## config.mk

```make
export PLATFORM = sky130hd
export DESIGN_NAME = hpt_regs
export DESIGN_NICKNAME = d
export VERILOG_FILES = /design/src/rtl/hpt_pkg.sv /design/src/rtl/hpt_regs.sv
export SDC_FILE = /design/constraint.sdc
export NUM_CORES = 1
export LEC_CHECK = 0
export BUFFER_PORTS_ARGS = -buffer_cell sky130_fd_sc_hd__buf_2
export CAP_MARGIN = 15
export CORE_AREA = 2 2 251 253
export CTS_CLUSTER_DIAMETER = 80
export DETAILED_ROUTE_END_ITERATION = 7
export DIE_AREA = 0 0 253 255
export PLACE_DENSITY_LB_ADDON = 0.3
export SLEW_MARGIN = 20
export SYNTH_ARGS = -nofsm -noshare
export SYNTH_HDL_FRONTEND = slang
export SYNTH_SLANG_ARGS = --single-unit
```

## constraint.sdc

```tcl
create_clock -name clk -period 3.1 [get_ports clk]
set_input_delay 0.155 -clock clk [delete_from_list [all_inputs] [get_ports clk]]
set_output_delay 0.155 -clock clk [all_outputs]
set_load 0.05 [all_outputs]
```

## src/rtl/hpt_pkg.sv

```systemverilog
// Shared constants and types of the homogeneous point transform.
package hpt_pkg;

    localparam int COORD_WIDTH_DEF = 32;
    localparam int FRAC_BITS_DEF   = 16;
    localparam int NUM_REGS        = 8;
    localparam int REG_W           = 64;
    localparam int ADDR_W          = 6;
    localparam int OUT_W           = 32;
    localparam int ENT_W           = 32;

    localparam logic OP_POINT = 1'b0;
    localparam logic OP_DIR   = 1'b1;

    typedef logic [NUM_REGS-1:0][REG_W-1:0] hpt_regs_t;

    // Identity matrix with one in Q16.16 on the diagonal.
    localparam hpt_regs_t REG_RESET = {
        64'h0001_0000_0000_0000, 64'h0,
        64'h0000_0000_0001_0000, 64'h0,
        64'h0,                   64'h0001_0000_0000_0000,
        64'h0,                   64'h0000_0000_0001_0000
    };

    // Per-item control that travels alongside the divider lanes.
    typedef struct packed {
        logic                      op_dir;
        logic                      w_zero;
        logic [2:0]                neg;
        logic [2:0]                big;
        logic                      dir_ovf;
        logic [2:0][OUT_W-1:0]     dir_res;
    } hpt_side_t;

endpackage

```

## src/rtl/hpt_regs.sv

```systemverilog
// APB register file holding the 4x4 transform matrix.
module hpt_regs
    import hpt_pkg::*;
(
    input  logic              clk,
    input  logic              rst_n,
    input  logic              psel,
    input  logic              penable,
    input  logic              pwrite,
    input  logic [ADDR_W-1:0] paddr,
    input  logic [REG_W-1:0]  pwdata,
    output logic [REG_W-1:0]  prdata,
    output logic              pready,
    output hpt_regs_t         regs
);

    hpt_regs_t matrix_reg;
    logic      wr_en;
    logic [2:0] idx;

    assign pready = 1'b1;
    assign idx    = paddr[ADDR_W-1:3];
    assign wr_en  = psel && penable && pwrite && pready;

    always_ff @(posedge clk or negedge rst_n)
    begin
        if (!rst_n)
        begin
            matrix_reg <= REG_RESET;
        end
        else if (wr_en)
        begin
            matrix_reg[idx] <= pwdata;
        end
    end

    assign prdata = matrix_reg[idx];
    assign regs   = matrix_reg;

endmodule

```

Yosys cells after proc, flatten, opt, wreduce, memory -nomap -nowiden --
Cells that the tools add are included. Widths: inputs -> output; s select.
Word-level totals: register bits after elaboration 512, input port bits 75
Operators by class: magnitude comparators 2, reduce and logical (&&, ||, !) cells 3, mux-type cells 5
Operators by type and width (count):
- $bwmux 512 | 1
- $bmux 64 s3 | 1
- $demux 64 s3 | 1
- $mux 64 | 2
- $lt 3x4->1 const B | 1
- $ge 3x1->1 const B | 1
- $logic_and 1x1->1 | 3

Logic depth before layout (Yosys ltp) --
depth in word-level cells 5, depth in mapped cells 6, depth with buffers taken out 3

Least setup slack after synthesis --
Ideal clock, no wire load.
path type input port to output port, from input port paddr[4], to output port prdata[62], arrival 1.786 ns, path buffers 2, setup slack 1.159 ns, stages on the path 5, cells stage by stage buf_2 > buf_1 > and2_1 > a22oi_1 > o211ai_1
Between the ends: longest elaborated chain between the ends 2
RTL lines:
- start: declaration | line hpt_regs.sv:10 | input logic [ADDR_W-1:0] paddr,
- $bmux 64 s3 | line hpt_regs.sv:37 | assign prdata = matrix_reg[idx];
- $mux 64 (not written as such) | line hpt_regs.sv:37
- end: declaration | line hpt_regs.sv:12 | output logic [REG_W-1:0] prdata,
No other way between the ends. The select of a mux whose other input is x is not followed.

Final worst setup path --
from input port paddr[3], to output port prdata[47]
The elaborated chain is that of the path after synthesis.

==> qor.yml <==
timing:
  maxSlewHeadroom: 0.587
  fin_setup_tns_ps: 0
  setup_viol: 0
  layout_setup_ws_ps: 821
  finalHoldViolations: 0
  layout_min_cycle_time_ps: 2280
  slew_violations: 0
  worst_slew_pin_slew_ps: 620
  rsz0062_at_grt: "false"
  fmax_ghz: 0.439
  skew_ps: 0
  fin_crit_sh: 0.735
grt:
  grt_pass1_wl_microns: 106000
  antenna_found_initial: 2
  grt_max_degree: 99
  track_usage: 0.218
  grt_pass1_vias: 16200
  grt-ovfl-total: 0
place:
  pre_cts_ws_ps: 769
  routabilityCongestion: 0.796
  place_hpwl_microns: 48500
  io_buffers: 647
clock_tree:
  clk_latency_ps: 590
  cts_root_buf: "clkbuf_16"
  clock_path_buffers: 3
  cts_buffers: 56
  cts_resized: 0
  clkTransAtPathRegs_ps: 60
  htreeDepth: 2
  tritoncts: "yes"
  cts_sinks: 512
synth:
  synthFlopType: "dfrtp_1"
  syn_nets: 1399
  synth_top_cells_by_count: "mux2_2, dfrtp_1, mux4_2"
  seq_area_frac_synth: 0.564
  syn_area_per_cell_sq_um: 17.2
  synth_top_area_cell: "dfrtp_1"
  yosysUniqueCellTypes: 25
  ys_top_cells_by_area: "dfrtp_1, mux2_2, mux4_2"
  ys_ff_latch: 512
  synth.most_common_cell: "mux2_2"
  synth_edf_count: 0
  synth_top_area_frac: 0.559
  yosysWarnings: 0
  async_reset_ff_frac: 1.00
  syn_inst: 1324
  synth_area_sq_um: 22700
worst_setup_path:
  crit_family: "buffers and inverters"
  crit_path_end_kind: "output pin"
  cp_max_fo: 38
  startpoint_type: "input pin"
  critPathRequiredTime_ps: 2940
  max_stage_delay_ps: 550
  worstPathArrival_ps: 2120
  path_cells: "buf_8 -> buf_4 -> mux4_2 -> mux2_2 -> buf_2"
  path_class: "in2out"
  cp_num_buf_inv: 3
  slowest_stage: "mux4_2"
  rrSetupSlack_ps: 2250
floorplan:
  die_h_microns: 255
  core_sq_um: 62200
  die_w_microns: 253
  io_pins: 652
  initial_utilization: 0.366
  dieArea_sq_um: 64500
  rows: 92
outcome:
  status: "finished clean"
power:
  power.total_mw: 26.2
  leakagePower_nw: 14.5
  power.ir.vdd_worst_v: 0.000534
  powerDensity_nw_per_um2: 881
cells_and_area:
  utilization: 0.479
  drive_gt1_frac: 0.701
  largest_reg_flops: 512
  multi_input_area_sq_um: 9540
  area_growth_pct: 30.8
  seqCellArea_sq_um: 12800
  nFillCells: 5446
  fin_nets: 2114
drt:
  drtIter0Drc: 780
  vias: 15300
  wl_microns: 72600
  drc: 0
  antenna_left: 0
  vias_per_cell: 5.29
  drtPass1Iterations: 4
  wl_per_cell_microns: 25.2
flow_run:
  cap_violations: 0
hold_path:
  worstHoldPathType: "in2async"
[cells in the final DEF (no fill, tap or decap), drive strengths merged, types with 2 or more instances in the layout]
cell	Yosys	layout
nor2	7	7
bufinv	0	6
mux2	575	575
clkinv	0	11
clkbuf	16	80
nand2b	2	2
mux2i	2	2
dlygate4sd3	0	65
inv	1	3
nor3	2	2
mux4	126	126
dfstp	4	4
clkinvlp	0	5
buf	71	679
dfrtp	508	508
[worst paths after layout]
path	startpoint	end	cells past startpoint
min in group clk	pwrite	regs[63]$_DFFE_PN0P_	5
setup / recovery	paddr[3]	prdata[47]	5
max in group asynchronous	rst_n	regs[371]$_DFFE_PN0P_	3
setup reg to reg	regs[275]$_DFFE_PN0P_	regs[275]$_DFFE_PN0P_	1
hold reg to reg	regs[261]$_DFFE_PN0P_	regs[261]$_DFFE_PN0P_	1
hold / removal	rst_n	regs[433]$_DFFE_PN0P_	2
[stage by stage]
stage	hold WS (ps)	cells	area [sq um]
3_5_place_dp	164	2715	27100
4_1_cts	131	2884	29800
2_1_floorplan	-141	1324	22700
3_3_place_gp	157	2715	27100
5_1_grt	142	2885	29800
6_report	112	2885	29800
[final cells by class]
cell class	count	area share
clock buffer	80	0.0559
inverter	1	0.000126
antenna	1	0.0000841
multi-input combinational	724	0.321
sequential	512	0.431
tap	799	0.0336
clock inverter	24	0.0100
timing repair buffer	744	0.149
[cell families (layout without fill, tap and decap cells)]
group,count (synthesis),count (layout),share of synthesized area
flip-flops,512,512,0.564
AO/OA/AOI/OAI,4,4,0.00138
other,1,2,0.000165
AND/OR/NAND/NOR,16,16,0.00627
multiplexers,703,703,0.410
buffers and inverters,88,849,0.0183
[repair_timing]
action                    in CTS  in global routing
setup buffers                  0                  0
hold buffers                  65                  0
hold endpoints to repair     566                  0
[power breakdown]
part	total (mW)	switching, mW	leakage (nW)	internal (mW)
clock	7.00	2.76	0.961	4.23
sequential	9.04	1.03	6.54	8.01
combinational	10.2	7.36	6.98	2.82
[routing by layer]
layer / global-route usage / vias up / routed length, microns
met5: 0 / - / 7
met4: 0.0691 / 2 / 2330
met3: 0.0591 / 136 / 5200
met2: 0.376 / 553 / 36500
met1: 0.267 / 8128 / 28600
li1: - / 6439 / -
No activity file was read; power rests on OpenSTA's default activity.
